### src/aavr_pkg.sv
// ----------------------------------------------------------------------------
// aavr_pkg: shared types and constants of the axis-angle rotation block
// Holds the payload structs that travel along the cell chains, the Q2.30
// constants, the CORDIC arctangent table and the rounding helper.
// ----------------------------------------------------------------------------
package aavr_pkg;

  // Default parameter values
  localparam int unsigned FRAC_BITS_DEF    = 16;
  localparam int unsigned CORDIC_STEPS_DEF = 18;

  // Datapath widths
  localparam int unsigned CW           = 34;  // CORDIC x, y, z (Q2.30 plus headroom)
  localparam int unsigned SQRT_BITS    = 32;  // root bits of the squared axis length
  localparam int unsigned DIV_BITS     = 31;  // quotient bits of the unit axis
  localparam int unsigned ATAN_ENTRIES = 30;

  // Q2.30 constants
  localparam logic signed [CW-1:0] ONE_Q30     = 34'sd1073741824;
  localparam logic signed [CW-1:0] PI_Q30      = 34'sd3373259426;
  localparam logic signed [CW-1:0] HALF_PI_Q30 = 34'sd1686629713;
  localparam logic signed [CW-1:0] GAIN_Q30    = 34'sd652032874;
  localparam longint               PI_Q30_L    = 64'sd3373259426;

  // Fields that ride along every cell
  typedef struct packed {
    logic signed [31:0]   vx;
    logic signed [31:0]   vy;
    logic signed [31:0]   vz;
    logic signed [31:0]   vw;
    logic [2:0]           neg;
    logic                 zero;
    logic                 flip;
    logic signed [CW-1:0] z0;
  } carry_t;

  // Square root chain payload
  typedef struct packed {
    carry_t         cry;
    logic [2:0][31:0] c;
    logic [63:0]    rem;
    logic [31:0]    root;
  } sqrt_t;

  // Division chain payload
  typedef struct packed {
    carry_t                   cry;
    logic [31:0]              len;
    logic [2:0][63:0]         rem;
    logic [2:0][DIV_BITS-1:0] q;
  } div_t;

  // CORDIC chain payload
  typedef struct packed {
    carry_t               cry;
    logic [2:0][31:0]     k;
    logic signed [CW-1:0] x;
    logic signed [CW-1:0] y;
    logic signed [CW-1:0] z;
  } cordic_t;

  // arctan(2^-i) in Q2.30, truncated
  function automatic logic [31:0] atan_q30(input int unsigned idx);
    case (idx)
      0:  return 32'd843314856;
      1:  return 32'd497837829;
      2:  return 32'd263043836;
      3:  return 32'd133525158;
      4:  return 32'd67021686;
      5:  return 32'd33543515;
      6:  return 32'd16775850;
      7:  return 32'd8388437;
      8:  return 32'd4194282;
      9:  return 32'd2097149;
      10: return 32'd1048575;
      11: return 32'd524287;
      12: return 32'd262143;
      13: return 32'd131071;
      14: return 32'd65535;
      15: return 32'd32767;
      16: return 32'd16383;
      17: return 32'd8191;
      18: return 32'd4095;
      19: return 32'd2047;
      20: return 32'd1023;
      21: return 32'd511;
      22: return 32'd255;
      23: return 32'd127;
      24: return 32'd63;
      25: return 32'd31;
      26: return 32'd15;
      27: return 32'd8;
      28: return 32'd4;
      29: return 32'd2;
      default: return 32'd0;
    endcase
  endfunction

  // Arithmetic shift right by 30 with round-half-up
  function automatic logic signed [71:0] rnd30(input logic signed [71:0] v);
    return (v + 72'sd536870912) >>> 30;
  endfunction

endpackage

### src/aavr_div_cell.sv
// ----------------------------------------------------------------------------
// aavr_div_cell: one quotient bit of the three axis divisions
// Restoring division step shared by the x, y and z axis components, all
// divided by the same axis length.
// ----------------------------------------------------------------------------
module aavr_div_cell #(
  parameter int unsigned BIT_POS = 0
) (
  input  logic           clk_i,
  input  logic           rst_ni,
  input  logic           vld_i,
  input  aavr_pkg::div_t dat_i,
  output logic           rdy_o,
  output logic           vld_o,
  output aavr_pkg::div_t dat_o,
  input  logic           rdy_i
);

  logic           vld_q;
  aavr_pkg::div_t dat_q, dat_d;
  logic [63:0]    dsr;

  assign rdy_o = !vld_q || rdy_i;

  // Subtract the shifted divisor from each remainder where it fits
  always_comb begin
    dsr   = 64'(dat_i.len) << BIT_POS;
    dat_d = dat_i;
    for (int j = 0; j < 3; j++) begin
      if (dat_i.rem[j] >= dsr) begin
        dat_d.rem[j]        = dat_i.rem[j] - dsr;
        dat_d.q[j][BIT_POS] = 1'b1;
      end
    end
  end

  always_ff @(posedge clk_i or negedge rst_ni) begin
    if (!rst_ni) begin
      vld_q <= 1'b0;
    end else if (rdy_o) begin
      vld_q <= vld_i;
    end
  end

  always_ff @(posedge clk_i) begin
    if (rdy_o && vld_i) begin
      dat_q <= dat_d;
    end
  end

  assign vld_o = vld_q;
  assign dat_o = dat_q;

endmodule

### config.mk
export PLATFORM = sky130hd
export DESIGN_NAME = aavr_div_cell
export DESIGN_NICKNAME = d
export VERILOG_FILES = /design/src/aavr_pkg.sv /design/src/aavr_div_cell.sv
export SDC_FILE = /design/constraint.sdc
export NUM_CORES = 1
export LEC_CHECK = 0
export ABC_AREA = 1
export BUFFER_PORTS_ARGS = -buffer_cell sky130_fd_sc_hd__buf_2
export CAP_MARGIN = 20
export CORE_AREA = 4 4 381 383
export CTS_CLUSTER_DIAMETER = 150
export DETAILED_ROUTE_END_ITERATION = 16
export DIE_AREA = 0 0 385 387
export HOLD_SLACK_MARGIN = 0.08
export PLACE_DENSITY = 0.46
export SYNTH_ARGS = -nofsm -noshare
export SYNTH_HDL_FRONTEND = slang
export SYNTH_SLANG_ARGS = --single-unit
### constraint.sdc
create_clock -name clk_i -period 32.1 [get_ports clk_i]
set_input_delay 3.21 -clock clk_i [delete_from_list [all_inputs] [get_ports clk_i]]
set_output_delay 3.21 -clock clk_i [all_outputs]
set_load 0.1 [all_outputs]
==> impl_results.md <==
- CTS Buffer Depth: 3
- Total CTS buffers: 61
- Count leader, synth: nand2_1
- Slew @ Worst Pin: 1.01 ns
- Antenna violations before repair: 102
- CTS tree: done
- WL per Instance: approximately 28 microns
- Core Rows: 138
- Core region area: 141000 sq um
- # IOs: approximately 970
- CTS resizes: 0
- Setup TNS: 0 ns
- Layout cells sized above 1: 27.4%
- Design area: 37600 sq um
- GR Layer Usage met2: 41.0%
- DRC errors left: 0
- Synth top cells by count: 1192 x nand2_1, 497 x inv_1, 484 x edfxtp_1
- Hold Slack: 0.590 ns
- Postcts setup bufs: 0
- Outcome: finished clean
- Clock slew at reported path FFs: approximately 0.05 ns
- Met1 Usage GRT: about 24%
- Placed cells: 6271
- Routed wire length: 179000 microns
- Area grow syn2layout: 31.9%
- Max-slew violations: 0
- Share of the synthesized area in the top cell type: 50.9%
- Die area: ~150000 sq um
- Tightest Hold Check Type: flop to flop
- Fillers: 15.7k
- Post-synthesis cell count: 3435
- Power density over cell area: between 50 and 60 nW/um^2
- Critical path endpoint category: output port
- RSZ-0062 raised after global routing: no
- Final clock skew: 0.0442 ns
- Hold_buf cts: 0
- Post-synth ARST share: 0.206%
- Logic pwr share: between 30% and 40%
- Final Instance Count excl. Fillers: about 6.4k
- First-pass GRT wire length: 233000 microns
- Max frequency: 0.142 GHz
- Largest net degree at the start of global routing: around 140
- H-tree Lvls: 2
- Most common flop cell mapped by yosys: edfxtp_1
- Tcrit/Tclk final: 22.0%
- Area occupied by multi-input gates: 11700 sq um
- RePlAce Congestion: about 0.96
- Synth area leaders: edfxtp_1 51%, nand2_1 16%, inv_1 6.5%, nor2_1 4.6%, ha_1 4.2%
- First-pass DRT Iterations: 8
- CP Data Arrival Time: 3.84 ns
- Crit Path Class: input port to output port
- Worst-Skew Late Latency: 0.70 ns
- Worst r2r src: vld_o
- Die W: around 390 microns
- Busiest layer in global routing: met2
- Met3 Use GR: 6.77%
- NumNets Final: 5032
- Relative slew slack: 32.7%
- Flop pwr share: 36.5%
- Initial DRC Count: around 2.1k
- Sequential fraction of the synthesis area: 51.0%
- Sw Pwr: about 0.86 mW
- Number of max-cap violations: 0
- Post-synth cell types: 40
- #FFs+latches synth: 485
- Number of flops mapped to enable cells by yosys: between 400 and 500
- LEAKAGE: around 17 nW
- Register area: 14600 sq um
- VDD IR-drop max: 41.6 uV
- Crit path from: rdy_i
- Final min period: 7.05 ns
- Placed cell area: 35500 sq um
- Final hold violation count: 0
- Clock Tree Root: clkbuf_16
- Number of antenna-violating nets in the routed design: 0
- Crit-path max FO: 2
- Total power: about 2.1 mW
- Syn. warnings: 0
- Vias: between 20k and 30k
- Area leader, netlist: edfxtp_1
- Vias/cell: between 4 and 5
- Vert. Die Dim: between 300 and 400 microns
- Power share of the clock group: 32.8%
- Port buffer count: 973
- Critical Path RT: just under 30 ns
- Synth Net Count: about 4k
- P_int: ~1.3 mW
- Final setup fails: 0
- Global route total overflow: 0
- Post-DP HPWL: 154000 microns
- Hold path start: vld_o
- Mapped cell area: 28500 sq um
- Switching portion of total power: 40.8%
- Number of global-route vias before repair: 27.7k
- CTS Sinks: roughly 490
- Startpoint Class: input port
- Initial core utilization: 20.2%
- Mean post-synth cell area: 8.31 sq um
- GR Util All Layers: 22.8%
==> through the flow <==
step / setup WS (ns) / util [%]
6_report: 25.05 / 26.6
5_1_grt: 25.02 / 26.5
4_1_cts: 25.05 / 26.5
3_5_place_dp: 24.74 / 25.1
3_3_place_gp: 24.77 / 25.1
2_1_floorplan: 4.20 / -
==> metal layers <==
| metal | part of all wire [%] | wire length [microns] | vias up |
|---|---|---|---|
| met3 | 8.7 | 15500 | 326 |
| met2 | 50 | 89000 | 1233 |
| met1 | 35 | 63300 | 13500 |
| met5 | 0.16 | 285 | - |
| met4 | 5.9 | 10600 | 42 |
| li1 | - | - | 13300 |
==> power by group through the flow <==
stage / sequential [mW] / combinational (mW) / clock [mW]
2_1_floorplan: 1.10 / 0.162 / 0
3_3_place_gp: 0.787 / 0.650 / 0
3_5_place_dp: 0.785 / 0.649 / 0
4_1_cts: 0.774 / 0.650 / 0.718
5_1_grt: 0.775 / 0.675 / 0.740
6_report: 0.773 / 0.648 / 0.695
==> final cells by class <==
type                            instances  share of cell area, %
Multi-Input combinational cell       2393                   31.1
Tap cell                             1890                   6.29
Inverter                              521                   5.20
Clock buffer                           70                   4.15
Sequential cell                       485                   38.7
Timing Repair Buffer                  983                   13.2
Clock inverter                         41                   1.04
Antenna cell                           40                  0.266
==> sequential cells by signal, summed over array words and instances (netlist names) <==
name / flops
dat_o: 484
vld_o: 1
==> kinds of logic after synthesis <==
kind of cell,after synthesis,synth area share (%)
buf+inv,557,7.95
compound gates,289,6.23
fa+ha+maj,99,4.42
xor+xnor,82,2.52
simple gates,1923,27.9
flops,485,51.0
==> critical path: stages <==
cell     delay (ns)
buf_2          0.07
inv_1          0.06
nand2_1        0.07
buf_2          0.42
==> worst paths after layout <==
kind | end | slack, ns | cells past startpoint
min in group asynchronous | vld_o | 2.32 | 1
min reg2reg | vld_o | 0.59 | 2
max reg2reg | dat_o[340] | 28.46 | 4
max | rdy_o | 25.05 | 4
max in group asynchronous | vld_o | 29.70 | 1
min | vld_o | 0.59 | 2
==> cells in the final DEF, fill, tap and decap left out, drive strengths merged, types with 60 or more instances in the layout <==
cell type / Yosys / routed
nand3: 187 / 187
xnor2: 66 / 66
buf: 36 / 983
a21oi: 160 / 160
o21ai: 111 / 111
edfxtp: 484 / 484
clkbuf: 0 / 70
nor2: 364 / 364
nand2: 1218 / 1218
ha: 96 / 96
inv: 521 / 526
nor3: 60 / 60
Power figures use the tool's default switching activity.
