## config.mk

```make
export PLATFORM = sky130hd
export DESIGN_NAME = aavr_sqrt_cell
export DESIGN_NICKNAME = d
export VERILOG_FILES = /design/src/aavr_pkg.sv /design/src/aavr_sqrt_cell.sv
export SDC_FILE = /design/constraint.sdc
export NUM_CORES = 1
export LEC_CHECK = 0
export ABC_AREA = 1
export BUFFER_PORTS_ARGS = -buffer_cell sky130_fd_sc_hd__buf_4
export CORE_AREA = 2 2 280 282
export DETAILED_ROUTE_END_ITERATION = 6
export DIE_AREA = 0 0 282 284
export GPL_ROUTABILITY_DRIVEN = 0
export PLACE_DENSITY = 0.47
export SYNTH_ARGS = -nofsm -noshare
export SYNTH_HDL_FRONTEND = slang
export SYNTH_SLANG_ARGS = --single-unit
```

## constraint.sdc

```tcl
create_clock -name clk_i -period 25.2 [get_ports clk_i]
set_clock_uncertainty 0.1 [all_clocks]
set_input_delay 5.04 -clock clk_i [delete_from_list [all_inputs] [get_ports clk_i]]
set_output_delay 5.04 -clock clk_i [all_outputs]
set_load 0.05 [all_outputs]
```

## src/aavr_pkg.sv

```systemverilog
// ----------------------------------------------------------------------------
// aavr_pkg: shared types and constants of the axis-angle rotation block
// Holds the payload structs that travel along the cell chains, the Q2.30
// constants, the CORDIC arctangent table and the rounding helper.
// ----------------------------------------------------------------------------
package aavr_pkg;

  // Default parameter values
  localparam int unsigned FRAC_BITS_DEF    = 16;
  localparam int unsigned CORDIC_STEPS_DEF = 18;

  // Datapath widths
  localparam int unsigned CW           = 34;  // CORDIC x, y, z (Q2.30 plus headroom)
  localparam int unsigned SQRT_BITS    = 32;  // root bits of the squared axis length
  localparam int unsigned DIV_BITS     = 31;  // quotient bits of the unit axis
  localparam int unsigned ATAN_ENTRIES = 30;

  // Q2.30 constants
  localparam logic signed [CW-1:0] ONE_Q30     = 34'sd1073741824;
  localparam logic signed [CW-1:0] PI_Q30      = 34'sd3373259426;
  localparam logic signed [CW-1:0] HALF_PI_Q30 = 34'sd1686629713;
  localparam logic signed [CW-1:0] GAIN_Q30    = 34'sd652032874;
  localparam longint               PI_Q30_L    = 64'sd3373259426;

  // Fields that ride along every cell
  typedef struct packed {
    logic signed [31:0]   vx;
    logic signed [31:0]   vy;
    logic signed [31:0]   vz;
    logic signed [31:0]   vw;
    logic [2:0]           neg;
    logic                 zero;
    logic                 flip;
    logic signed [CW-1:0] z0;
  } carry_t;

  // Square root chain payload
  typedef struct packed {
    carry_t         cry;
    logic [2:0][31:0] c;
    logic [63:0]    rem;
    logic [31:0]    root;
  } sqrt_t;

  // Division chain payload
  typedef struct packed {
    carry_t                   cry;
    logic [31:0]              len;
    logic [2:0][63:0]         rem;
    logic [2:0][DIV_BITS-1:0] q;
  } div_t;

  // CORDIC chain payload
  typedef struct packed {
    carry_t               cry;
    logic [2:0][31:0]     k;
    logic signed [CW-1:0] x;
    logic signed [CW-1:0] y;
    logic signed [CW-1:0] z;
  } cordic_t;

  // arctan(2^-i) in Q2.30, truncated
  function automatic logic [31:0] atan_q30(input int unsigned idx);
    case (idx)
      0:  return 32'd843314856;
      1:  return 32'd497837829;
      2:  return 32'd263043836;
      3:  return 32'd133525158;
      4:  return 32'd67021686;
      5:  return 32'd33543515;
      6:  return 32'd16775850;
      7:  return 32'd8388437;
      8:  return 32'd4194282;
      9:  return 32'd2097149;
      10: return 32'd1048575;
      11: return 32'd524287;
      12: return 32'd262143;
      13: return 32'd131071;
      14: return 32'd65535;
      15: return 32'd32767;
      16: return 32'd16383;
      17: return 32'd8191;
      18: return 32'd4095;
      19: return 32'd2047;
      20: return 32'd1023;
      21: return 32'd511;
      22: return 32'd255;
      23: return 32'd127;
      24: return 32'd63;
      25: return 32'd31;
      26: return 32'd15;
      27: return 32'd8;
      28: return 32'd4;
      29: return 32'd2;
      default: return 32'd0;
    endcase
  endfunction

  // Arithmetic shift right by 30 with round-half-up
  function automatic logic signed [71:0] rnd30(input logic signed [71:0] v);
    return (v + 72'sd536870912) >>> 30;
  endfunction

endpackage

```

## src/aavr_sqrt_cell.sv

```systemverilog
// ----------------------------------------------------------------------------
// aavr_sqrt_cell: one bit of the pipelined integer square root
// Tries to set one root bit against the remainder and hands the partial root
// and remainder to the next cell.
// ----------------------------------------------------------------------------
module aavr_sqrt_cell #(
  parameter int unsigned BIT_POS = 0
) (
  input  logic            clk_i,
  input  logic            rst_ni,
  input  logic            vld_i,
  input  aavr_pkg::sqrt_t dat_i,
  output logic            rdy_o,
  output logic            vld_o,
  output aavr_pkg::sqrt_t dat_o,
  input  logic            rdy_i
);

  logic            vld_q;
  aavr_pkg::sqrt_t dat_q, dat_d;
  logic [65:0]     trial;

  assign rdy_o = !vld_q || rdy_i;

  // Subtract (2*root + 2^b) * 2^b when it fits
  always_comb begin
    trial = (66'(dat_i.root) << (BIT_POS + 1)) + (66'(1) << (2 * BIT_POS));
    dat_d = dat_i;
    if ({2'b00, dat_i.rem} >= trial) begin
      dat_d.rem           = dat_i.rem - trial[63:0];
      dat_d.root[BIT_POS] = 1'b1;
    end
  end

  always_ff @(posedge clk_i or negedge rst_ni) begin
    if (!rst_ni) begin
      vld_q <= 1'b0;
    end else if (rdy_o) begin
      vld_q <= vld_i;
    end
  end

  always_ff @(posedge clk_i) begin
    if (rdy_o && vld_i) begin
      dat_q <= dat_d;
    end
  end

  assign vld_o = vld_q;
  assign dat_o = dat_q;

endmodule

```

==> results of run 1 <==
-- sequential cells by signal (all words and copies together), names as in the netlist --
| name | flops |
|---|---|
| dat_o | 359 |
| vld_o | 1 |
-- Yosys cell counts (5+ instances only) --
cell type / n / share of area, %
sky130_fd_sc_hd__nand2_1: 422 / 10
sky130_fd_sc_hd__nor2_1: 110 / 2.6
sky130_fd_sc_hd__nor2_2: 8 / 0.32
sky130_fd_sc_hd__nand4_1: 6 / 0.24
sky130_fd_sc_hd__nand3_1: 55 / 1.7
sky130_fd_sc_hd__o21ai_0: 6 / 0.19
sky130_fd_sc_hd__ha_1: 33 / 2.6
sky130_fd_sc_hd__buf_6: 5 / 0.36
sky130_fd_sc_hd__xnor2_1: 21 / 1.2
sky130_fd_sc_hd__a21oi_2: 30 / 1.7
sky130_fd_sc_hd__nand2_2: 27 / 1.1
sky130_fd_sc_hd__inv_1: 224 / 5.3
sky130_fd_sc_hd__a21oi_1: 25 / 0.79
sky130_fd_sc_hd__o21ai_2: 20 / 1.1
sky130_fd_sc_hd__xor2_1: 10 / 0.56
sky130_fd_sc_hd__edfxtp_1: 359 / 68
sky130_fd_sc_hd__nor3_1: 13 / 0.41
-- critical path, cell delays in order --
cell,delay [ps]
sky130_fd_sc_hd__buf_4,110
sky130_fd_sc_hd__inv_1,100
sky130_fd_sc_hd__nand2_1,80
sky130_fd_sc_hd__buf_4,190
-- logic make-up (layout without fill, tap and decap cells) --
logic type,after synthesis,count (layout),share of synthesized area [%]
other cells,0,8,0
xor+xnor,31,31,1.72
buf+inv,235,1038,6.07
fa+ha+maj,34,34,2.75
simple gates,648,648,16.9
flops,360,360,68.6
compound gates,85,85,4.01
-- worst max-delay path by stage --
stage	startpoint	end	slack, ps	depth (start not counted)
floorplan	vld_i	dat_o[0]	1630	2
global placement	rdy_i	rdy_o	14510	4
detailed placement	rdy_i	rdy_o	14530	4
CTS	rdy_i	rdy_o	14530	4
global route	rdy_i	rdy_o	14500	4
finish	rdy_i	rdy_o	14530	4
-- area by class of cell --
class                           count  area share [%]
Sequential cell                   360            45.1
Timing Repair Buffer              730            22.9
Multi-Input combinational cell    798            16.7
Tap cell                         1040            5.43
Clock buffer                       52            4.90
Inverter                          225            3.52
Clock inverter                     31            1.36
Antenna cell                        8          0.0836
-- power groups by stage --
stage	logic, mW	registers (mW)	clock network, mW
2_1_floorplan	0.0796	0.874	0
3_3_place_gp	0.357	0.730	0
3_5_place_dp	0.357	0.730	0
4_1_cts	0.359	0.719	0.687
5_1_grt	0.374	0.722	0.711
6_report	0.354	0.718	0.666
-- metal layers --
| metal | up-vias | part of all wire [%] | track usage (%) |
|---|---|---|---|
| met4 | 22 | 5.3 | 9.41 |
| met3 | 148 | 9.8 | 7.39 |
| met2 | 573 | 49 | 33.1 |
| met5 | - | 0.17 | 0 |
| li1 | 6117 | - | - |
| met1 | 6401 | 36 | 20.7 |
-- cell usage in the layout (no fill, tap or decap), types with 2 or more instances in the layout --
cell | Yosys | layout
sky130_fd_sc_hd__or2_2 | 2 | 2
sky130_fd_sc_hd__bufinv_16 | 0 | 5
sky130_fd_sc_hd__clkinv_1 | 0 | 7
sky130_fd_sc_hd__edfxtp_1 | 359 | 359
sky130_fd_sc_hd__o21bai_1 | 2 | 2
sky130_fd_sc_hd__nor2_1 | 110 | 110
sky130_fd_sc_hd__o21ai_2 | 20 | 20
sky130_fd_sc_hd__nor3_1 | 13 | 13
sky130_fd_sc_hd__buf_4 | 2 | 730
sky130_fd_sc_hd__xor2_1 | 10 | 10
sky130_fd_sc_hd__xnor2_1 | 21 | 21
sky130_fd_sc_hd__clkbuf_16 | 0 | 46
sky130_fd_sc_hd__a21oi_1 | 25 | 24
sky130_fd_sc_hd__nor2_2 | 8 | 8
sky130_fd_sc_hd__nand2_1 | 422 | 422
sky130_fd_sc_hd__nand2_2 | 27 | 27
sky130_fd_sc_hd__inv_1 | 224 | 224
sky130_fd_sc_hd__nand3_1 | 55 | 55
sky130_fd_sc_hd__o21ai_0 | 6 | 6
sky130_fd_sc_hd__a21oi_2 | 30 | 30
sky130_fd_sc_hd__clkinvlp_4 | 0 | 4
sky130_fd_sc_hd__diode_2 | 0 | 8
sky130_fd_sc_hd__nand4_1 | 6 | 6
sky130_fd_sc_hd__clkinv_4 | 0 | 4
sky130_fd_sc_hd__a21oi_4 | 1 | 2
sky130_fd_sc_hd__clkinv_2 | 0 | 8
sky130_fd_sc_hd__clkbuf_1 | 0 | 6
sky130_fd_sc_hd__ha_1 | 33 | 33
-- stage by stage --
stage / hold slack (ps) / std cells
6_report: 513 / 3244
5_1_grt: 554 / 3236
2_1_floorplan: 1030 / 1393
3_3_place_gp: 495 / 3153
4_1_cts: 519 / 3236
3_5_place_dp: 503 / 3153
==> qor.tcl, run 1 <==
set qor(postSynthRegisterBits) 360
set qor(utilization_pct) 31.1
set qor(clock_tree.root_cell) {sky130_fd_sc_hd__clkbuf_16}
set qor(power.switching_fraction_pct) 30.7
set qor(hp-class) {flip-flop to flip-flop}
set qor(timing_worst_setup_path_type) {input pin to primary output}
set qor(start_util_pct) 20.5
set qor(grt_first_pass_wirelength_mm) 108
set qor(finalWirelength_mm) 80.2
set qor(number_of_setup_violations_in_the_final_report) 0
set qor(postSynth.topFlopCell) {sky130_fd_sc_hd__edfxtp_1}
set qor(timing.reg2reg.setup_slack_ps) 21440
set qor(cts_num_sinks) 360
set qor(maximum_number_of_pins_on_one_net_before_global_route_repair) 87
set qor(category_of_the_worst_setup_path_capture_point) {primary output}
set qor(dr_wl_cell_um) 24.7
set qor(postRouteAntennaNets) 0
set qor(power.density_cell_area_nw_per_um2) 72.6
set qor(power_report.internal_total_mw) 1.20
set qor(placement.setup.worst_slack_ps) 14530
set qor(cts_repair_resize_count) 0
set qor(placement.cell_area_um2) 22400
set qor(fillerInstances) 8022
set qor(final_layout_size_suffix_gt1_share_pct) 40.7
set qor(clock_path_buffers) 3
set qor(multiInputGateArea_um2) 4010
set qor(worstPathArrival_ps) 5530
set qor(fp.coreArea_um2) 77000
set qor(share_clk_of_total_power_pct) 38.3
set qor(finalHoldViolations) 0
set qor(p_seq_share_pct) 41.3
set qor(clk_pin_slew_ps) 60
set qor(clk-insertion-delay-late_ps) 570
set qor(critPathRequiredTime_ps) 20060
set qor(drt_drc_violations_left) 0
set qor(grt_antenna_before_repair) 28
set qor(clock_tree.htree_level_count) 2
set qor(syn_to_final_growth_pct) 52.0
set qor(placement_rows) 102
set qor(postCtsSetupBuffers) 0
set qor(reg2reg_depth) 4
set qor(cts_tree) {yes}
set qor(synth-async-reset-ratio_pct) 0.278
set qor(final_net_count) 2557
set qor(max_slew_margin_pct) 24.5
set qor(rsz0062_at_grt) {false}
set qor(worstPathMaxFanout) 2
set qor(overflow) 0
set qor(irDropWorstVdd_mv) 0.0426
set qor(synth_nets) 1790
set qor(timing.hold.worst_endpoint) {vld_o}
set qor(run_status) {completed}
set qor(top_level_ports) 724
set qor(yosys.cell_types.count) 33
set qor(finalInstanceArea_um2) 24000
set qor(synth_edf_count) 359
set qor(holdPathStages) 2
set qor(reg2reg_to) {dat_o[265]}
set qor(die_area_um2) 80100
set qor(floorplan.die.height_um) 284
set qor(maxCapViolations) 0
set qor(grt_use_total_pct) 19.3
set qor(cell_area_synth_um2) 15800
set qor(total_power_mw) 1.74
set qor(vias_in_the_first_global_route) 13800
set qor(min-delay-start) {vld_o}
set qor(synthCells) 1393
set qor(max_freq_ghz) 0.0937
set qor(critPathLaunchType) {input pin}
set qor(r2r_start) {vld_o}
set qor(synth_seq_area_share_pct) 68.6
set qor(combinational_power_share_pct) 20.4
set qor(final.setup.tns_ps) 0
set qor(port-buffer-count) 723
set qor(die_x_um) 282
set qor(cts-buffers-inserted) 45
set qor(route.vias.total) 13300
set qor(fin_crit_ps) 10670
set qor(slew_worst_pin_ps) 1130
set qor(first_pass_iters) 5
set qor(min_period_over_period_pct) 42.3
set qor(area.sequential_um2) 10800
set qor(synth.yosys.warnings) 0
set qor(synth.avg_cell_area_um2) 11.3
set qor(final.setup.worst_slack_ps) 14530
set qor(p_switching_mw) 0.534
set qor(cts_hold_repair.buffers) 0
set qor(post-dp-hpwl_mm) 66.6
set qor(power.static_leakage_nw) 10.6
set qor(vias_per_cell) 4.09
set qor(drt_first_iter_violations) 834
set qor(final-max-slew-violation-count) 0
Power figures use the tool's default switching activity.
==> inputs of run 2 (changes only) <==
--- a/config.mk
+++ b/config.mk
@@ -7,11 +7,11 @@
 export LEC_CHECK = 0
 export ABC_AREA = 1
 export BUFFER_PORTS_ARGS = -buffer_cell sky130_fd_sc_hd__buf_4
-export CORE_AREA = 2 2 280 282
+export CORE_AREA = 2 2 285 287
 export DETAILED_ROUTE_END_ITERATION = 6
-export DIE_AREA = 0 0 282 284
+export DIE_AREA = 0 0 287 289
 export GPL_ROUTABILITY_DRIVEN = 0
-export PLACE_DENSITY = 0.47
+export PLACE_DENSITY = 0.48
 export SYNTH_ARGS = -nofsm -noshare
 export SYNTH_HDL_FRONTEND = slang
 export SYNTH_SLANG_ARGS = --single-unit
==> constraint.sdc (replaced) <==
create_clock -name clk_i -period 9.5 [get_ports clk_i]
set_clock_uncertainty 0.1 [all_clocks]
set_input_delay 1.9 -clock clk_i [delete_from_list [all_inputs] [get_ports clk_i]]
set_output_delay 1.9 -clock clk_i [all_outputs]
set_load 0.05 [all_outputs]
==> run 2 against run 1 <==
Against the previous run: worst hold slack got worse by 13 ps; non-clock buffer count decreased by 1; routed wire length decreased by 2.4%; design area is 0.23% lower; total power grew to 2.6 times the previous value; critical path depth stayed put; count of clock-buffer cells in the layout rose by 2; sequential power increased to 2.7 times the previous value; first-iteration DRC count rose by 2.8%; register-to-register slack got worse by 15000 ps.
==> qor.tcl, run 2 (synthesis results as in run 1) <==
set qor(placement_rows) 104
set qor(crit_path_max_incr_delay_ps) 190
set qor(critPathLaunchType) {input pin}
set qor(run_status) {completed}
set qor(clock_tree.htree_level_count) 2
set qor(first_pass_iters) 7
set qor(die_area_um2) 82900
set qor(postRouteAntennaNets) 0
set qor(top_level_ports) 724
set qor(final_layout_size_suffix_gt1_share_pct) 40.6
set qor(clock_path_buffers) 3
set qor(maximum_number_of_pins_on_one_net_before_global_route_repair) 148
set qor(grt_first_pass_wirelength_mm) 104
set qor(final_common_cell) {sky130_fd_sc_hd__buf_4}
set qor(slew_worst_pin_ps) 1110
set qor(worstPathArrival_ps) 2380
set qor(start_util_pct) 19.7
set qor(final_cell_mix) {728 x sky130_fd_sc_hd__buf_4, 422 x sky130_fd_sc_hd__nand2_1, 359 x sky130_fd_sc_hd__edfxtp_1, 224 x sky130_fd_sc_hd__inv_1, 110 x sky130_fd_sc_hd__nor2_1}
set qor(worst_path_dominant_cell_family) {buffers and inverters}
set qor(worstPathMaxFanout) 2
set qor(maxCapViolations) 0
set qor(critPathRequiredTime_ps) 7500
set qor(clk_pin_slew_ps) 50
set qor(floorplan.die.height_um) 289
set qor(power.density_cell_area_nw_per_um2) 189
set qor(timing_worst_setup_path_type) {input pin to primary output}
set qor(crit_chain) {buf_4 > inv_1 > nand2_1 > buf_4}
set qor(drt_drc_violations_left) 0
set qor(vias_per_cell) 4.03
set qor(cp_common_cell) {sky130_fd_sc_hd__buf_4}
set qor(cts_hold_repair.buffers) 0
set qor(hp-class) {flip-flop to flip-flop}
set qor(fp.coreArea_um2) 79900
set qor(max_slew_margin_pct) 25.9
set qor(post-dp-hpwl_mm) 65.2
set qor(fillerInstances) 8351
set qor(finalHoldViolations) 0
set qor(final.setup.tns_ps) 0
set qor(final-max-slew-violation-count) 0
set qor(postCtsSetupBuffers) 0
set qor(worst_path_max_delay_cell) {sky130_fd_sc_hd__buf_4}
set qor(largest_register_ff_count) 359
set qor(category_of_the_worst_setup_path_capture_point) {primary output}
set qor(cts_num_sinks) 360
set qor(port-buffer-count) 723
set qor(total_power_mw) 4.52
set qor(placement.setup.worst_slack_ps) 4810
set qor(finalWirelength_mm) 78.3
set qor(power.static_leakage_nw) 10.6
set qor(utilization_pct) 29.9
set qor(finalInstanceArea_um2) 23900
set qor(rsz0062_at_grt) {false}
set qor(cts-buffers-inserted) 47
set qor(drt_first_iter_violations) 857
set qor(die_x_um) 287
set qor(min_period_over_period_pct) 46.1
set qor(clk-insertion-delay-late_ps) 570
set qor(cts_tree) {yes}
set qor(final.setup.worst_slack_ps) 5120
set qor(route.vias.total) 13100
set qor(max_freq_ghz) 0.228
set qor(clock_tree.root_cell) {sky130_fd_sc_hd__clkbuf_16}
set qor(grt_use_total_pct) 17.9
set qor(number_of_setup_violations_in_the_final_report) 0
set qor(final_net_count) 2558
set qor(cp_num_buf_inv) 3
set qor(placement.cell_area_um2) 22500
set qor(vias_in_the_first_global_route) 13200
set qor(fin_crit_ps) 4380
set qor(overflow) 0
set qor(cts_repair_resize_count) 0
set qor(syn_to_final_growth_pct) 51.7
set qor(dr_wl_cell_um) 24.0
set qor(grt_antenna_before_repair) 22
set qor(irDropWorstVdd_mv) 0.113
-- run 2: layout make-up --
class / instances / area (um^2) / share of cell area [%]
diodes: 6 / 15.0 / 0.0628
repair buffers: 729 / 5490 / 22.9
flip-flops and latches: 360 / 10800 / 45.2
clock inverters: 29 / 195 / 0.817
inverters: 225 / 845 / 3.53
multi-input cells: 798 / 4010 / 16.8
clock buffers: 54 / 1220 / 5.12
well taps: 1060 / 1330 / 5.55
-- run 2: final timing paths --
kind / start / to / slack (ps) / cells past startpoint
min: vld_o / vld_o / 500 / 2
min reg2reg: vld_o / vld_o / 500 / 2
max: rdy_i / rdy_o / 5120 / 4
min in group asynchronous: rst_ni / vld_o / 990 / 1
max in group asynchronous: rst_ni / vld_o / 8220 / 1
max reg2reg: vld_o / dat_o[160] / 6650 / 3
-- run 2: routing by layer --
metal  global-route usage, %  vias up  part of all wire [%]
li1                        -     6119                     -
met1                    18.5     6336                    35
met2                    33.2      537                    53
met3                    6.53      119                   9.0
met4                    5.61       30                   3.2
met5                       0        -                  0.22
-- run 2: per-stage QoR --
stage / hold WS [ps] / std cells
after floorplan: 1070 / 1393
after global placement: 474 / 3172
after detailed placement: 493 / 3172
after CTS: 511 / 3255
after global routing: 550 / 3255
final: 500 / 3261
-- run 2: worst min-delay path, cell delays in order (launching register included) --
cell	delay, ps
sky130_fd_sc_hd__dfrtp_1	410
sky130_fd_sc_hd__nand2_1	90
sky130_fd_sc_hd__nand2_1	60
-- run 2: report_power, final --
part | switching [mW] | internal [mW]
Combinational | 0.645 | 0.292
Clock | 0.724 | 0.949
Sequential | 0.0346 | 1.87
==> inputs of run 3 (changes only) <==
==> constraint.sdc (replaced) <==
create_clock -name clk_i -period 3.5 [get_ports clk_i]
set_clock_uncertainty 0.1 [all_clocks]
set_input_delay 0.7 -clock clk_i [delete_from_list [all_inputs] [get_ports clk_i]]
set_output_delay 0.7 -clock clk_i [all_outputs]
set_load 0.05 [all_outputs]
==> run 3 against run 2 <==
Against the previous run: via count rose by 1.9%; cell count about the same; critical path depth increased by 11; worst setup slack lost 4300 ps; sequential power grew to 2.7 times the previous value; clock power rose to 2.7 times the previous value; non-clock buffer count increased by 4.
==> qor.tcl, run 3 (synthesis results as in run 1) <==
set qor(min_period_over_period_pct) 75.5
set qor(fillerInstances) 8359
set qor(final_layout_size_suffix_gt1_share_pct) 40.5
set qor(cts-buffers-inserted) 45
set qor(post-dp-hpwl_mm) 68.4
set qor(final_common_cell) {sky130_fd_sc_hd__buf_4}
set qor(die_x_um) 287
set qor(worstPathMaxFanout) 25
set qor(max_freq_ghz) 0.379
set qor(fp.coreArea_um2) 79900
set qor(category_of_the_worst_setup_path_capture_point) {flip-flop}
set qor(overflow) 0
set qor(first_pass_iters) 5
set qor(clock_tree.root_cell) {sky130_fd_sc_hd__clkbuf_16}
set qor(placement_rows) 104
set qor(cts_tree) {yes}
set qor(largest_register_ff_count) 359
set qor(finalWirelength_mm) 81.7
set qor(top_level_ports) 724
set qor(final_net_count) 2560
set qor(rsz0062_at_grt) {false}
set qor(grt_antenna_before_repair) 28
set qor(clk_pin_slew_ps) 60
set qor(min-delay-start) {dat_i[316]}
set qor(syn_to_final_growth_pct) 52.3
set qor(max_slew_margin_pct) 44.7
set qor(maximum_number_of_pins_on_one_net_before_global_route_repair) 126
set qor(die_area_um2) 82900
set qor(clock_path_buffers) 3
set qor(vias_per_cell) 4.10
set qor(holdPathStages) 1
set qor(final.setup.tns_ps) 0
set qor(r2r_start) {vld_o}
set qor(critPathRequiredTime_ps) 3710
set qor(port-buffer-count) 723
set qor(hp-class) {input pin to flip-flop}
set qor(reg2reg_to) {dat_o[173]}
set qor(worstPathArrival_ps) 2850
set qor(irDropWorstVdd_mv) 0.279
set qor(drt_drc_violations_left) 0
set qor(slew_worst_pin_ps) 829
set qor(floorplan.die.height_um) 289
set qor(final_cell_mix) {724 x sky130_fd_sc_hd__buf_4, 422 x sky130_fd_sc_hd__nand2_1, 359 x sky130_fd_sc_hd__edfxtp_1, 222 x sky130_fd_sc_hd__inv_1, 110 x sky130_fd_sc_hd__nor2_1}
set qor(cts_num_sinks) 360
set qor(number_of_setup_violations_in_the_final_report) 0
set qor(utilization_pct) 30.0
set qor(clock_tree.htree_level_count) 2
set qor(drt_first_iter_violations) 955
set qor(postCtsSetupBuffers) 0
set qor(dr_wl_cell_um) 25.0
set qor(power.density_cell_area_nw_per_um2) 511
set qor(grt_first_pass_wirelength_mm) 108
set qor(timing.reg2reg.setup_slack_ps) 1630
set qor(cts_repair_resize_count) 0
set qor(run_status) {completed}
set qor(postRouteAntennaNets) 0
set qor(grt_use_total_pct) 18.7
set qor(critPathLaunchType) {input pin}
set qor(final-max-slew-violation-count) 0
set qor(vias_in_the_first_global_route) 13800
set qor(fin_crit_ps) 2640
set qor(timing.hold.worst_endpoint) {dat_o[316]}
set qor(route.vias.total) 13400
set qor(start_util_pct) 19.7
set qor(reg2reg_depth) 3
set qor(maxCapViolations) 0
set qor(clk-insertion-delay-late_ps) 560
set qor(timing_worst_setup_path_type) {input pin to flip-flop}
set qor(cts_hold_repair.buffers) 1
set qor(power.static_leakage_nw) 10.6
set qor(finalHoldViolations) 0
[run 3: worst max-delay path: stages]
cell                      delay, ps
sky130_fd_sc_hd__buf_4           70
sky130_fd_sc_hd__inv_1           70
sky130_fd_sc_hd__fa_1           510
sky130_fd_sc_hd__nand3_1        130
sky130_fd_sc_hd__nand3_2        140
sky130_fd_sc_hd__nand2_1        110
sky130_fd_sc_hd__nand2_2         60
sky130_fd_sc_hd__nand2_1         80
sky130_fd_sc_hd__nand2_2        110
sky130_fd_sc_hd__nand2_1        100
sky130_fd_sc_hd__nand2_2         90
sky130_fd_sc_hd__a21oi_4        180
sky130_fd_sc_hd__buf_4          200
sky130_fd_sc_hd__buf_12         200
sky130_fd_sc_hd__o21ai_2         60
[run 3: worst max path at each step]
stage                            to  depth (start not counted)  slack, ps      from
after detailed placement  dat_o[51]                         15        280  dat_i[0]
after global placement    dat_o[53]                         14        290  dat_i[4]
final                     dat_o[46]                         15        860  dat_i[0]
after CTS                 dat_o[51]                         15        910  dat_i[0]
after floorplan            dat_o[0]                          1      -3640     vld_o
after global routing      dat_o[53]                         16        760  dat_i[0]
[run 3: final cells by class]
class	count	area, um^2	area share [%]
diodes	7	17.5	0.0730
clock buffers	54	1180	4.92
clock inverters	26	209	0.871
inverters	225	845	3.52
multi-input cells	798	4010	16.7
flip-flops and latches	360	10800	45.0
well taps	1060	1330	5.53
repair buffers	733	5610	23.4
[run 3: layer usage]
layer | track usage (%) | share of wire (%)
met2 | 34.6 | 52
met4 | 6.34 | 3.4
met5 | 0 | 0.17
met1 | 20.2 | 36
met3 | 5.53 | 8.3
[run 3: metrics by stage]
step / setup slack, ps / instances / cell area, um^2 / hold slack, ps / total power, mW
floorplan: -3640 / 1393 / 15800 / 304 / 6.74
global placement: 286 / 3175 / 22600 / 377 / 7.86
detailed placement: 278 / 3175 / 22600 / 380 / 7.86
CTS: 910 / 3256 / 24000 / 141 / 12.5
global route: 761 / 3256 / 24000 / 153 / 12.7
finish: 858 / 3263 / 24000 / 198 / 12.3
[run 3: where the power goes]
group,switching (mW),internal (mW)
Combinational,1.76,0.802
Clock,1.95,2.56
Sequential,0.104,5.08
